===== src/hdl/rlpc_pkg.sv =====
// shared types and constants for the run-length pair/count encoder
// no dependencies; imported by rlpc_core, rlpc_outq and the top level
package rlpc_pkg;

  localparam logic [7:0] RUN_LIMIT_DEF = 8'd255;
  localparam int unsigned OUTQ_DEPTH = 3;

  typedef enum logic [1:0] {
    PH_IDLE = 2'd0,
    PH_LIT  = 2'd1,
    PH_RUN  = 2'd2
  } phase_t;

  typedef struct packed {
    logic [7:0] code_byte;
    logic       item_done;
    logic       block_done;
  } result_t;

  // results caused by one request: count, then up to two entries in order
  typedef struct packed {
    logic [1:0] num;
    result_t    res0;
    result_t    res1;
  } enc_out_t;

endpackage


===== src/hdl/rlpc_core.sv =====
// encoder state (phase, held byte, repeat count) and per-request result logic
// depends on rlpc_pkg
module rlpc_core #(
  parameter logic [7:0] RUN_LIMIT = rlpc_pkg::RUN_LIMIT_DEF
) (
  input  logic              clk,
  input  logic              rst_n,
  input  logic              take,
  input  logic [7:0]        data_byte,
  input  logic              block_end,
  output rlpc_pkg::enc_out_t enc
);
  import rlpc_pkg::*;

  phase_t     phase_r, phase_nxt;
  logic [7:0] held_r, held_nxt;
  logic [7:0] cnt_r, cnt_nxt;
  logic [8:0] cnt_inc;
  logic       same;
  logic       hit_limit;

  assign cnt_inc   = {1'b0, cnt_r} + 9'd1;
  assign same      = (data_byte == held_r);
  assign hit_limit = (cnt_inc >= {1'b0, RUN_LIMIT});

  // next state
  always_comb begin
    phase_nxt = phase_r;
    held_nxt  = held_r;
    cnt_nxt   = cnt_r;
    unique case (phase_r)
      PH_LIT: begin
        if (same) begin
          cnt_nxt   = 8'd0;
          phase_nxt = block_end ? PH_IDLE : PH_RUN;
        end else begin
          held_nxt  = data_byte;
          phase_nxt = block_end ? PH_IDLE : PH_LIT;
        end
      end
      PH_RUN: begin
        if (same && !block_end) begin
          if (hit_limit) begin
            cnt_nxt   = 8'd0;
            phase_nxt = PH_IDLE;
          end else begin
            cnt_nxt = cnt_inc[7:0];
          end
        end else begin
          cnt_nxt   = 8'd0;
          held_nxt  = data_byte;
          phase_nxt = block_end ? PH_IDLE : PH_LIT;
        end
      end
      default: begin
        held_nxt  = data_byte;
        phase_nxt = block_end ? PH_IDLE : PH_LIT;
      end
    endcase
  end

  // results
  always_comb begin
    enc.num  = 2'd1;
    enc.res0 = '{code_byte: data_byte, item_done: 1'b1, block_done: block_end};
    enc.res1 = '{code_byte: data_byte, item_done: 1'b1, block_done: block_end};
    unique case (phase_r)
      PH_RUN: begin
        if (same && !block_end) begin
          // limit reached: count goes out alone, otherwise nothing
          enc.num  = hit_limit ? 2'd1 : 2'd0;
          enc.res0 = '{code_byte: cnt_inc[7:0], item_done: 1'b1, block_done: 1'b0};
        end else begin
          enc.num  = 2'd2;
          enc.res0 = '{code_byte: cnt_r, item_done: 1'b0, block_done: 1'b0};
        end
      end
      default: begin
        enc.num = 2'd1;
      end
    endcase
  end

  always_ff @(posedge clk) begin
    if (!rst_n) begin
      phase_r <= PH_IDLE;
      held_r  <= 8'd0;
      cnt_r   <= 8'd0;
    end else if (take) begin
      phase_r <= phase_nxt;
      held_r  <= held_nxt;
      cnt_r   <= cnt_nxt;
    end
  end

endmodule


===== src/hdl/rlpc_outq.sv =====
// three-entry result queue, up to two writes per cycle, head is the output register
// depends on rlpc_pkg
module rlpc_outq (
  input  logic               clk,
  input  logic               rst_n,
  input  logic               push,
  input  rlpc_pkg::enc_out_t enc,
  output logic               room,
  output logic               out_valid,
  input  logic               out_ready,
  output rlpc_pkg::result_t  head
);
  import rlpc_pkg::*;

  localparam int unsigned CW = $clog2(OUTQ_DEPTH + 1);

  result_t       q_r   [OUTQ_DEPTH];
  result_t       q_nxt [OUTQ_DEPTH];
  logic [CW-1:0] cnt_r, cnt_nxt;
  logic [CW-1:0] base;
  logic [CW-1:0] n_in;
  logic          pop;

  assign out_valid = (cnt_r != '0);
  assign pop       = out_valid && out_ready;
  assign base      = cnt_r - CW'(pop);
  // at least two free entries after this cycle's pop
  assign room      = (base <= CW'(OUTQ_DEPTH - 2));
  assign n_in      = push ? CW'(enc.num) : '0;
  assign cnt_nxt   = base + n_in;
  assign head      = q_r[0];

  always_comb begin
    for (int i = 0; i < OUTQ_DEPTH; i++) begin
      q_nxt[i] = q_r[i];
    end
    if (pop) begin
      for (int i = 0; i < OUTQ_DEPTH - 1; i++) begin
        q_nxt[i] = q_r[i+1];
      end
    end
    for (int i = 0; i < OUTQ_DEPTH; i++) begin
      if (push && (enc.num != 2'd0) && (CW'(i) == base)) begin
        q_nxt[i] = enc.res0;
      end
      if (push && (enc.num == 2'd2) && (CW'(i) == base + CW'(1))) begin
        q_nxt[i] = enc.res1;
      end
    end
  end

  always_ff @(posedge clk) begin
    if (!rst_n) begin
      cnt_r <= '0;
    end else begin
      cnt_r <= cnt_nxt;
    end
  end

  always_ff @(posedge clk) begin
    for (int i = 0; i < OUTQ_DEPTH; i++) begin
      q_r[i] <= q_nxt[i];
    end
  end

endmodule


===== src/hdl/run_length_pair_count_encoder_unit.sv =====
// run-length pair/count encoder: input register, encoder logic, result queue
// a request waits in the input register until the result queue has room for its results
// throughput: one request per cycle while the result queue has room; a request with two
// results costs an extra output transfer through the single output register at the head of the result queue
// reset: synchronous active-low rst_n empties all stages and returns to idle
// depends on rlpc_pkg, rlpc_core, rlpc_outq
module run_length_pair_count_encoder_unit #(
  parameter logic [7:0] RUN_LIMIT = rlpc_pkg::RUN_LIMIT_DEF
) (
  input  logic       clk,
  input  logic       rst_n,
  input  logic       in_valid,
  output logic       in_ready,
  input  logic [7:0] in_data_byte,
  input  logic       in_block_end,
  output logic       out_valid,
  input  logic       out_ready,
  output logic [7:0] out_code_byte,
  output logic       out_item_done,
  output logic       out_block_done
);
  import rlpc_pkg::*;

  logic       st_valid_r;
  logic [7:0] st_data_r;
  logic       st_last_r;
  logic       room;
  logic       adv;
  enc_out_t   enc;
  result_t    head;

  assign adv      = st_valid_r && room;
  assign in_ready = !st_valid_r || adv;

  always_ff @(posedge clk) begin
    if (!rst_n) begin
      st_valid_r <= 1'b0;
    end else if (in_ready) begin
      st_valid_r <= in_valid;
    end
  end

  always_ff @(posedge clk) begin
    if (in_valid && in_ready) begin
      st_data_r <= in_data_byte;
      st_last_r <= in_block_end;
    end
  end

  rlpc_core #(
    .RUN_LIMIT(RUN_LIMIT)
  ) u_core (
    .clk       (clk),
    .rst_n     (rst_n),
    .take      (adv),
    .data_byte (st_data_r),
    .block_end (st_last_r),
    .enc       (enc)
  );

  rlpc_outq u_outq (
    .clk       (clk),
    .rst_n     (rst_n),
    .push      (adv),
    .enc       (enc),
    .room      (room),
    .out_valid (out_valid),
    .out_ready (out_ready),
    .head      (head)
  );

  assign out_code_byte  = head.code_byte;
  assign out_item_done  = head.item_done;
  assign out_block_done = head.block_done;

endmodule


===== config.mk =====
export PLATFORM = sky130hd
export DESIGN_NAME = run_length_pair_count_encoder_unit
export DESIGN_NICKNAME = d
export VERILOG_FILES = /design/src/hdl/rlpc_pkg.sv /design/src/hdl/rlpc_core.sv /design/src/hdl/rlpc_outq.sv /design/src/hdl/run_length_pair_count_encoder_unit.sv
export SDC_FILE = /design/constraint.sdc
export NUM_CORES = 1
export LEC_CHECK = 0
export BUFFER_PORTS_ARGS = -buffer_cell sky130_fd_sc_hd__buf_4
export CAP_MARGIN = 25
export CORE_ASPECT_RATIO = 0.9
export CORE_UTILIZATION = 30
export CTS_BUF_LIST = sky130_fd_sc_hd__clkbuf_4 sky130_fd_sc_hd__clkbuf_8
export DETAILED_ROUTE_END_ITERATION = 10
export GPL_ROUTABILITY_DRIVEN = 0
export PLACE_DENSITY = 0.51
export SLEW_MARGIN = 20
export SYNTH_ARGS = -nofsm -noshare
export SYNTH_HDL_FRONTEND = slang
export SYNTH_HIERARCHICAL = 1
export SYNTH_SLANG_ARGS = --single-unit

===== constraint.sdc =====
create_clock -name clk -period 7 [get_ports clk]
set_input_delay 2.1 -clock clk [delete_from_list [all_inputs] [get_ports clk]]
set_output_delay 2.1 -clock clk [all_outputs]
set_load 0.03 [all_outputs]

-- Yosys cells after proc, flatten, opt, wreduce, memory -nomap -nowiden
Memories as Yosys holds them, arrays and structs flattened.
Cells that the tools add are included.
- register bits after elaboration: 30
- logic and storage cells: 74
- memories: 1
- output and inout port bits: 12
- bits in writable memories: 30
- input port bits: 13
- memory list (memory ; depth ; width ; read ports ; clocked after memory_dff ; write ports ; line ; source):
    u_outq.q_r ; 3 ; 10 ; 3 ; 0 ; 3 ; rlpc_outq.sv:17 ; result_t q_r [OUTQ_DEPTH];
- add/subtract/negate cells: 4
- mux-type cells: 25
- $lt $le $gt $ge: 2
- equality and inequality tests: 12
- reduce and logical (&&, ||, !) cells: 23
- operators by type and width (operator ; number):
    $mux W10 ; 7
    $mux W8 ; 5
    $pmux W8 S2 ; 2
    $mux W20 ; 1
    $logic_and A1 B1 Y1 ; 12
    $mux W12 ; 1
    $mux W2 ; 6
    $add A8 B1 Y9 const B ; 1
    $ge A9 B8 Y1 const B ; 1
    $eq A8 B8 Y1 ; 1
    $reduce_and A3 Y1 ; 2
    $reduce_bool A2 Y1 ; 3
    $eq A1 B2 Y1 const A ; 2
    $eq A2 B2 Y1 const A ; 2
    $eq A2 B2 Y1 const B ; 2
    $logic_not A2 Y1 ; 2
    $ne A2 B2 Y1 const B ; 2
    $pmux W2 S2 ; 1
    $ne A3 B2 Y1 const B ; 1
    $add A2 B1 Y2 const B ; 1
    $add A2 B2 Y2 ; 1
    $eq A2 B1 Y1 const B ; 1
    $le A2 B1 Y1 const B ; 1
    $logic_not A1 Y1 ; 2
    other kinds (5) ; 6

-- Longest topological paths before layout
Gate-level depths: netlist (run 1).
- word-level depth: 10
- depth in mapped cells: 14
- gate-level depth less buffers: 12

-- Cells and area by module
The synthesis (run 1) kept the hierarchy.
- modules (own cells, without submodules) (module ; instances ; area each (um2) ; cells an instance):
    rlpc_outq ; 1 ; 1975.6 ; 191
    rlpc_core ; 1 ; 1468.9 ; 176
    run_length_pair_count_encoder_unit ; 1 ; 335.3 ; 15

-- Least setup slack after synthesis (run 1)
Ideal clock, no wire load.
- kind: input port to output port
- from: input out_ready
- to: output in_ready
- data required time: 4.900 ns
- setup slack: 1.581 ns
- path buffers: 1
- stages on the path: 7
- data arrival time: 3.319 ns
- cell sequence: nand2_1 > inv_1 > ha_1 > xor2_2 > inv_2 > clkbuf_1 > nand2b_4
- word-level cells in the longest chain between the ends: 5
- ends and longest elaborated chain (element ; line ; source):
    start, declared ; run_length_pair_count_encoder_unit.sv:17 ; input logic out_ready,
    $logic_and A1 B1 Y1 ; rlpc_outq.sv:25 ; assign pop = out_valid && out_ready;
    $sub A2 B1 Y2 ; rlpc_outq.sv:26 ; assign base = cnt_r - CW'(pop);
    $le A2 B1 Y1 ; rlpc_outq.sv:28 ; assign room = (base <= CW'(OUTQ_DEPTH - 2));
    via room ; run_length_pair_count_encoder_unit.sv:27 ; logic room;
    $logic_and A1 B1 Y1 ; run_length_pair_count_encoder_unit.sv:32 ; assign adv = st_valid_r && room;
    $logic_or A1 B1 Y1 ; run_length_pair_count_encoder_unit.sv:33 ; assign in_ready = !st_valid_r || adv;
    end, declared ; run_length_pair_count_encoder_unit.sv:13 ; output logic in_ready,
The timed path passes the listed nets, and every way through them passes these cells.

-- Worst setup path after layout (run 1)
Ends and elaborated chain as after synthesis.

==> run metrics, run 1 <==
Post-synth ARST share 0%; LEAKAGE between 1 and 1.5 nW; Final Max Tran Viols 0; flops & latches, synth 60; area grow syn2layout 7.448%; Avg WL per Cell ~16 um; mapped cell area 0.003780 mm^2; wirelength, routed a little under 9000 um; Placeable Area around 0.012 mm^2; setup TNS 0 ns; 1st-iter DRT viols 221; ranking of synthesized cells by area edfxtp_1 31%, dfxtp_1 11%, buf_4 4.8%; pin slew with the least headroom to its limit 0.9647 ns; syn_nets approximately 400; clock input transition at the sequential cells of the worst setup and hold paths about 0.070 ns; vias in the first global route 2605; Post-synth EDFFs 39; H-tree depth 3; post-layout min period 5.607 ns; initial core utilization 31.05%; clock root cell clkbuf_8; critical path class in -> out; Rel. slew slack 35.55%; clock skew 0.009331 ns; FP Rows 38; Core Util, Final between 30% and 40%; worst hold slack roughly 0.5 ns; TritonRoute pass-1 iters 6; Synth Instances between 300 and 400; dominant cell type by area after synthesis edfxtp_1; final instance area roughly 0.0041 mm^2; CP max FO 25; top post-synthesis cells by count 39 x edfxtp_1, 25 x nand2_1, 24 x buf_4, 22 x nor2_1, 21 x dfxtp_1; pwr dens approximately 300 mW/mm^2; fmax between 150 and 200 MHz; residual DRC count 0; later-pin clock latency in the skew report 0.35 ns; final hold vios 0; most frequent cell after synthesis edfxtp_1; largest net degree at the start of global routing 46; period utilization about four fifths; initial antenna violation count 0; syn avg cell area ~9.9 um^2; GRT overflow 0; routed vias/inst 5.237; Detail Placement HPWL 6316 um; CP endpoint kind output pin; Worst VDD drop ~0.16 mV; Finished Layout Cells about 540; CP Data Arrival Time approximately 3.5 ns; Clock Sinks 60; YS warnings 6; top cell type's share of synthesized area between 30% and 40%; max-cap violation count 0; Setup crit start kind input pin; number of antenna diodes 0; DIE AREA roughly 0.013 mm^2; post-route antenna net violation count 0; post_cts resized 0; status finished, final reports clean; Placement Cell Area about 0.004 mm^2; maximum root-to-sink buffer count 2; setup violators final 0; Hold Path Class reg -> reg; cts hold-fix bufs 0; placed insts 520; first-pass GRT wire length between 10000 and 15000 um; Vias ~2800; CTS tree done; RSZ-0062 raised after global routing false; Die X 120.3 um; ys flop type edfxtp_1; port buffer count 24; post-synthesis sequential area ratio a little over two fifths; Yosys cell types between 60 and 70; share of layout cells above drive strength 1 a little under a fifth; Critical Path RT 4.90 ns; Tot GR Track Use between 10% and 20%; net count reported at finish between 300 and 400; I/O Pins 25; Post-CTS Setup Inserts 0; CTS Buf Count 9; Die Height 108.5 um
-- layout make-up --
cell class	instances	area (um^2)
clock inverters	6	40.04
clock buffers	10	137.6
multi-input cells	263	1859
repair buffers	25	187.7
inverters	12	45.04
flip-flops and latches	60	1592
fillers	1280	8110
well taps	160	200.2
-- per-stage QoR --
| stage | setup WS, ns | power (mW) |
|---|---|---|
| 3_5_place_dp | 1.398 | 0.9415 |
| 6_report | 1.393 | 1.210 |
| 2_1_floorplan | 1.581 | 0.8671 |
| 4_1_cts | 1.390 | 1.226 |
| 5_1_grt | 1.315 | 1.285 |
| 3_3_place_gp | 1.413 | 0.9360 |
-- worst max-delay path, stage by stage --
cell	delay, ns
buf_4	0.11
nand2_1	0.13
inv_1	0.06
ha_1	0.21
xor2_2	0.19
inv_2	0.32
nand2b_4	0.23
buf_4	0.16
-- logic make-up after synthesis --
| logic type | synth area share (%) |
|---|---|
| flip-flops | 42.11 |
| AND/OR/NAND/NOR | 21.19 |
| other | 0.09921 |
| XOR/XNOR | 4.502 |
| AO/OA/AOI/OAI | 15.46 |
| buffers and inverters | 8.706 |
| adder cells (fa/ha/maj) | 1.986 |
| multiplexers | 5.958 |
-- power by group --
group	switching [mW]	internal [mW]
clock network	0.142	0.136
registers	0.0423	0.481
logic	0.266	0.143
total	0.450	0.760
-- path summary, 6_finish.rpt --
kind / startpoint / endpoint / slack [ns] / depth (start not counted)
max: out_ready / in_ready / 1.39 / 8
min: u_core/phase_r[1] / u_core/phase_r[1] / 0.49 / 2
max reg2reg: u_outq/cnt_r[1] / u_outq/q_r[0][16] / 3.12 / 10
min reg2reg: u_core/phase_r[1] / u_core/phase_r[1] / 0.49 / 2
-- routing by layer --
metal | track usage [%] | part of all wire [%] | up-vias
met3 | 3.639 | 6.9 | 10
met5 | 0 | 0 | -
met1 | 20.05 | 47 | 1301
li1 | - | - | 1380
met4 | 5.379 | 1.4 | 0
met2 | 22.21 | 44 | 116
-- registers in the layout, indices dropped and copies added, names as in the netlist --
signal,cells
u_core/held_r,8
u_core/cnt_r,8
st_last_r,1
u_outq/q_r,30
u_outq/cnt_r,2
st_data_r,8
st_valid_r,1
u_core/phase_r,2
-- cell usage in the layout, fill, tap and decap left out, types with 3 or more instances in the layout --
master	count
a21oi_1	10
a22o_1	3
a31oi_1	20
and2_1	4
buf_4	25
clkbuf_8	10
clkinvlp_4	3
dfxtp_1	21
edfxtp_1	39
ha_1	6
inv_1	11
mux2_1	7
mux2_2	5
mux2i_1	9
nand2_1	25
nand2b_1	4
nand3_1	15
nor2_1	22
nor2b_1	3
nor3_1	15
nor4_1	13
o21ai_0	15
o31ai_1	11
or2_2	3
or3_1	5
or4_1	10
xnor2_1	12
xor2_1	3
Power figures use the tool's default switching activity.
==> inputs of run 2 (changes only) <==
Settings changed: ABC_AREA set to 1.
Clock period 7 ns to 5.8 ns, I/O delays scaled along.
==> run 2 against run 1 <==
Net effect: utilization increased by 0.83 points; sequential share of layout area fell by 1.1 points; first-iteration DRC count decreased by 7.2%; worst hold slack worse by 0.0054 ns; area after synthesis up 1.2%.
==> run metrics, run 2 <==
cells along the critical path buf_4 -> nand2_1 -> inv_1 -> ha_1 -> inv_1 -> nand2_2 -> nand2_4 -> inv_1 -> nand2_2 -> buf_4 (was buf_4 -> nand2_1 -> inv_1 -> ha_1 -> xor2_2 -> inv_2 -> nand2b_4 -> buf_4); FP Rows 38 (unchanged); H-tree depth 3 (unchanged); DIE AREA 0.01321 mm^2 (was 0.01305 mm^2); syn_nets 522 (was 401); first-pass GRT wire length 14860 um (was 14300 um); Hold Path Class reg -> reg (unchanged); 1st-iter DRT viols 205 (was 221); Rel. slew slack 40.29% (was 35.55%); routed vias/inst 4.731 (was 5.237); Die Height 109.1 um (was 108.5 um); final hold vios 0 (unchanged); clock input transition at the sequential cells of the worst setup and hold paths 0.07 ns (about the same); share of layout cells above drive strength 1 16.14% (was 18.88%); Top Family by Delay on Critical Path buffers and inverters (unchanged); mapped cell area 0.003825 mm^2 (was 0.003780 mm^2); Post-CTS Setup Inserts 0 (unchanged); Synth Instances 503 (was 382); post-layout min period between 4 and 5 ns; wirelength, routed 9129 um (was 8743 um); fillers 1286 (was 1280); net count reported at finish 522 (was 390); CP endpoint kind output pin (unchanged); commonest non-fill, non-tap cells in the layout 128 x nand2_1, 75 x inv_1, 46 x nor2_1, 39 x edfxtp_1, 37 x nand3_1 (was 39 x edfxtp_1, 25 x buf_4, 25 x nand2_1, 22 x nor2_1, 21 x dfxtp_1); worst reg2reg setup slack 2.39 ns (was 3.12 ns); Post-Synth XOR/XNOR Area 1.832% (was 4.502%); largest family of logic cells by synthesized area simple AND/OR/NAND/NOR gates (unchanged); initial antenna violation count 0 (unchanged); Yosys cell types 33 (was 67); CTS tree done (unchanged); clock root cell clkbuf_8 (unchanged); ranking of synthesized cells by area edfxtp_1 31%, nand2_1 13%, dfxtp_1 11% (was edfxtp_1 31%, dfxtp_1 11%, buf_4 4.8%); placed insts 652 (was 520); Placement Cell Area 0.003959 mm^2 (was 0.003884 mm^2); Placeable Area 0.01222 mm^2 (was 0.01217 mm^2); Synth Area in Compound Gates 7.753% (was 15.46%); TritonRoute pass-1 iters 4 (was 6); storage element area 0.001592 mm^2 (unchanged); GRT overflow 0 (unchanged); CP max FO 29 (was 25); mux share of post-synthesis cell area 0% (was 5.958%); cts hold-fix bufs 0 (unchanged); max-cap violation count 0 (unchanged); LEAKAGE 1.859 nW (was 1.357 nW); post-route antenna net violation count 0 (unchanged); maximum root-to-sink buffer count 2 (unchanged); CP Data Arrival Time 2.96 ns (was 3.51 ns); Setup WS post-layout 1.099 ns (was 1.393 ns); Avg WL per Cell 13.67 um (was 16.31 um); port buffer count 24 (unchanged); Adder-Cell Fraction of Synth Area 1.963% (was 1.986%); Biggest register u_outq/q_r (unchanged); top post-synthesis cells by count 128 x nand2_1, 75 x inv_1, 46 x nor2_1, 39 x edfxtp_1, 37 x nand3_1 (was 39 x edfxtp_1, 25 x nand2_1, 24 x buf_4, 22 x nor2_1, 21 x dfxtp_1); most common cell after layout, fill and taps aside nand2_1 (was edfxtp_1); pwr dens 430.1 mW/mm^2 (was 297.9 mW/mm^2); post_cts resized 0 (unchanged); slowest stage cell, crit path nand2_4 (was inv_2); slowest stage delay, CP 0.23 ns (was 0.32 ns); Final Max Tran Viols 0 (unchanged); worst hold slack 0.4834 ns (was 0.4888 ns); Die X 121.0 um (was 120.3 um); number of antenna diodes 0 (unchanged); Largest register FFs 30 (unchanged); I/O Pins 25 (unchanged); flops & latches, synth 60 (unchanged); final instance area 0.004179 mm^2 (was 0.004061 mm^2); setup violators final 0 (unchanged); status finished, final reports clean (unchanged); Worst VDD drop 0.1784 mV (was 0.1624 mV); CTS Buf Count 9 (unchanged); period utilization ~81%; Final Total Pwr 1.797 mW (was 1.210 mW); post-synthesis sequential area ratio 41.61% (was 42.11%); clock skew 0.01199 ns (was 0.009331 ns); later-pin clock latency in the skew report 0.35 ns (about the same); Post-synth ARST share 0% (unchanged); Detail Placement HPWL 6967 um (was 6316 um); Core Util, Final 34.20% (was 33.37%); syn avg cell area 7.604 um^2 (was 9.895 um^2); Tot GR Track Use 14.82% (was 14.63%); Synth Area in Simple Gates 31.86% (was 21.19%); YS warnings 6 (unchanged); Vias 3160 (was 2807); Post-synth EDFFs 39 (unchanged); critical path class in -> out (unchanged); RSZ-0062 raised after global routing false (unchanged); Setup crit start kind input pin (unchanged); largest net degree at the start of global routing 30 (was 46); setup TNS 0 ns (unchanged); CP bufs+invs 5 (was 4); Clock Sinks 60 (unchanged); residual DRC count 0 (unchanged); vias in the first global route 2922 (was 2605); area grow syn2layout 9.258% (was 7.448%); Finished Layout Cells 668 (was 536); initial core utilization 31.30% (was 31.05%); fmax approximately 210 MHz; most frequent CP cell inv_1 (was buf_4); top cell type's share of synthesized area 30.62% (was 30.98%); Multi-input gate area 0.001664 mm^2 (was 0.001859 mm^2); ys flop type edfxtp_1 (unchanged); dominant cell type by area after synthesis edfxtp_1 (unchanged); Critical Path RT 4.06 ns (was 4.90 ns); most frequent cell after synthesis nand2_1 (was edfxtp_1); pin slew with the least headroom to its limit 0.8957 ns (was 0.9647 ns); pre-CTS setup slack 1.076 ns (was 1.398 ns)
## run 2: cell types whose count changed in the layout (fill, tap and decap cells not counted), sizes merged, moves of 9 or more
cell,previous run,this run
nand4,3,28
mux2,12,0
inv,12,83
or4,10,0
o31ai,11,0
nor3,17,0
mux2i,9,0
nand3,16,40
a31oi,20,0
nand2,26,140
nor2,23,53
nor4,14,0
a21oi,10,25
## run 2: worst paths after layout
| check | startpoint | to | depth (start not counted) |
|---|---|---|---|
| hold / removal | u_core/cnt_r[7] | u_core/cnt_r[7] | 2 |
| setup reg to reg | u_outq/cnt_r[1] | u_outq/q_r[0][10] | 14 |
| hold reg to reg | u_core/cnt_r[7] | u_core/cnt_r[7] | 2 |
| setup / recovery | out_ready | in_ready | 10 |
## run 2: logic make-up (layout without fill, tap and decap cells)
| group | after synthesis | after routing |
|---|---|---|
| AO/OA/AOI/OAI | 45 | 45 |
| XOR/XNOR | 8 | 8 |
| adder cells (fa/ha/maj) | 6 | 6 |
| buffers and inverters | 120 | 125 |
| flip-flops | 60 | 60 |
| other | 1 | 1 |
| AND/OR/NAND/NOR | 263 | 263 |
## run 2: per-layer routing
layer	GRT usage (%)	up-vias	routed length (um)
li1	-	1596	-
met1	19.19	1478	4300
met2	24.65	76	4292
met3	3.347	10	446
met4	4.321	0	90
met5	0	-	0
## run 2: final cells by class
class                           instances  area share [%]
Tap cell                              160           4.790
Clock inverter                          5           1.796
Sequential cell                        60           38.08
Clock buffer                           11           3.473
Multi-Input combinational cell        323           39.82
Inverter                               84           7.545
Timing Repair Buffer                   25           4.491
## run 2: worst min-delay path, delay by kind of cell, from the launching register on
kind	cells	cell delay, ns
AND/OR/NAND/NOR	1	0.06
AO/OA/AOI/OAI	1	0.05
flip-flops	1	0.32
## run 2: report_power, final
| part | switching, mW | internal (mW) |
|---|---|---|
| combinational | 0.512 | 0.207 |
| clock | 0.166 | 0.256 |
| sequential | 0.0505 | 0.605 |
| total | 0.729 | 1.07 |
==> inputs of run 3 (changes only) <==
Settings changed: PLACE_DENSITY 0.51 to 0.53.
Clock period 5.8 ns to 3.8 ns, I/O delays scaled along.
==> run 3 against run 2 <==
Net effect: worst hold slack better by 0.0081 ns; clock skew down 0.0067 ns; utilization up 0.70 points; count of clock-buffer cells in the layout down 2; non-clock buffer count up 9; flip-flop and latch count unchanged; cell area up 2.0%; critical path type unchanged; highest routed layer unchanged.
==> run metrics, run 3 (synthesis gave the netlist of run 2 again) <==
status finished, final reports clean (unchanged); DIE AREA 0.01321 mm^2 (unchanged); cts hold-fix bufs 0 (unchanged); RSZ-0062 raised after global routing false (unchanged); Tot GR Track Use 13.59% (was 14.82%); clock root cell clkbuf_8 (unchanged); Avg WL per Cell 12.04 um (was 13.67 um); most common cell after layout, fill and taps aside nand2_1 (unchanged); period utilization 86.26%; CP max FO 3 (was 29); port buffer count 24 (unchanged); pre-CTS setup slack 0.5080 ns (was 1.076 ns); Critical Path RT 2.66 ns (was 4.06 ns); slowest stage cell, crit path ha_1 (was nand2_4); CP Data Arrival Time 2.14 ns (was 2.96 ns); clock skew 0.005297 ns (was 0.01199 ns); fillers 1289 (was 1286); post-layout min period 3.278 ns; Placeable Area 0.01222 mm^2 (unchanged); CP endpoint kind output pin (unchanged); Biggest register u_outq/q_r (unchanged); post_cts resized 0 (unchanged); Final Max Tran Viols 0 (unchanged); Die X 121.0 um (unchanged); I/O Pins 25 (unchanged); cells along the critical path buf_4 -> nand2_1 -> inv_1 -> ha_1 -> nand2_1 -> nand2_4 -> inv_1 -> nand2_2 -> buf_4 (was buf_4 -> nand2_1 -> inv_1 -> ha_1 -> inv_1 -> nand2_2 -> nand2_4 -> inv_1 -> nand2_2 -> buf_4); Setup WS post-layout 0.5220 ns (was 1.099 ns); H-tree depth 3 (unchanged); Rel. slew slack 64.02% (was 40.29%); largest net degree at the start of global routing 28 (was 30); setup violators final 0 (unchanged); CTS tree done (unchanged); CP bufs+invs 4 (was 5); pwr dens 655.1 mW/mm^2 (was 430.1 mW/mm^2); first-pass GRT wire length 13760 um (was 14860 um); critical path class in -> out (unchanged); fmax between 300 and 400 MHz; Clock Sinks 60 (unchanged); initial core utilization 31.30% (unchanged); Largest register FFs 30 (unchanged); Die Height 109.1 um (unchanged); initial antenna violation count 0 (unchanged); wirelength, routed 8151 um (was 9129 um); share of layout cells above drive strength 1 17.60% (was 16.14%); net count reported at finish 531 (was 522); number of antenna diodes 0 (unchanged); clock input transition at the sequential cells of the worst setup and hold paths 0.07 ns (about the same); later-pin clock latency in the skew report 0.35 ns (about the same); 1st-iter DRT viols 199 (was 205); Detail Placement HPWL 6326 um (was 6967 um); Setup crit start kind input pin (unchanged); TritonRoute pass-1 iters 4 (unchanged); CTS Buf Count 9 (unchanged); routed vias/inst 4.505 (was 4.731); setup TNS 0 ns (unchanged); Vias 3050 (was 3160); Hold Path Class reg -> reg (unchanged); FP Rows 38 (unchanged); commonest non-fill, non-tap cells in the layout 128 x nand2_1, 75 x inv_1, 46 x nor2_1, 39 x edfxtp_1, 37 x nand3_1 (unchanged); Top Family by Delay on Critical Path buffers and inverters (unchanged); pin slew with the least headroom to its limit 0.5397 ns (was 0.8957 ns); final hold vios 0 (unchanged); GRT overflow 0 (unchanged); slowest stage delay, CP 0.18 ns (was 0.23 ns); Post-CTS Setup Inserts 0 (unchanged); vias in the first global route 2901 (was 2922); LEAKAGE 1.906 nW (was 1.859 nW); maximum root-to-sink buffer count 2 (unchanged); max-cap violation count 0 (unchanged); residual DRC count 0 (unchanged); area grow syn2layout 11.48% (was 9.258%); Worst VDD drop 0.2530 mV (was 0.1784 mV); post-route antenna net violation count 0 (unchanged)
-- run 3: cell count changes in the layout (fill, tap and decap cells not counted), sizes merged --
| cell | change |
|---|---|
| buf | +9 |
| bufinv | +1 |
| clkbuf | -2 |
| inv | +1 |
-- run 3: worst paths after layout --
check | end | slack, ns | from | cells past startpoint
setup / recovery | in_ready | 0.52 | out_ready | 9
hold / removal | u_core/cnt_r[7] | 0.49 | u_core/cnt_r[7] | 2
setup reg to reg | u_outq/q_r[0][2] | 1.04 | u_core/cnt_r[0] | 13
hold reg to reg | u_core/cnt_r[7] | 0.49 | u_core/cnt_r[7] | 2
-- run 3: final cells by class --
| type | count | area (um^2) | area share (%) |
|---|---|---|---|
| clock buffers | 9 | 123.9 | 2.905 |
| well taps | 160 | 200.2 | 4.695 |
| multi-input cells | 323 | 1664 | 39.03 |
| clock inverters | 7 | 113.9 | 2.670 |
| repair buffers | 34 | 255.2 | 5.986 |
| inverters | 84 | 315.3 | 7.394 |
| flip-flops and latches | 60 | 1592 | 37.32 |
-- run 3: tightest hold or removal path, delay by kind of cell (launching register included) --
kind	cells	cell delay [ns]
flops	1	0.32
simple gates	1	0.07
compound gates	1	0.06
-- run 3: power by group --
group | total [mW] | internal (mW) | switching, mW
sequential | 0.997 | 0.923 | 0.0738
combinational | 1.10 | 0.354 | 0.746
clock | 0.697 | 0.434 | 0.263
total | 2.79 | 1.71 | 1.08
-- run 3: layer usage --
metal  global-route usage [%]  up-vias  part of all wire [%]
li1                         -     1617                     -
met1                    17.12     1368                    49
met2                    22.20       59                    45
met3                    3.766        6                   4.8
met4                    4.938        0                  0.94
met5                        0        -                     0
-- run 3: stage by stage --
step	utilization, %	cell area (um^2)	hold WS, ns	power, mW	std cells
final	34.90	4264	0.4915	2.793	677
after global routing	34.90	4264	0.5218	3.002	677
after CTS	34.90	4264	0.4900	2.831	677
after detailed placement	32.95	4026	0.4790	2.119	661
after global placement	32.95	4026	0.4738	2.100	661
after floorplan	-	3825	0.4565	1.910	503
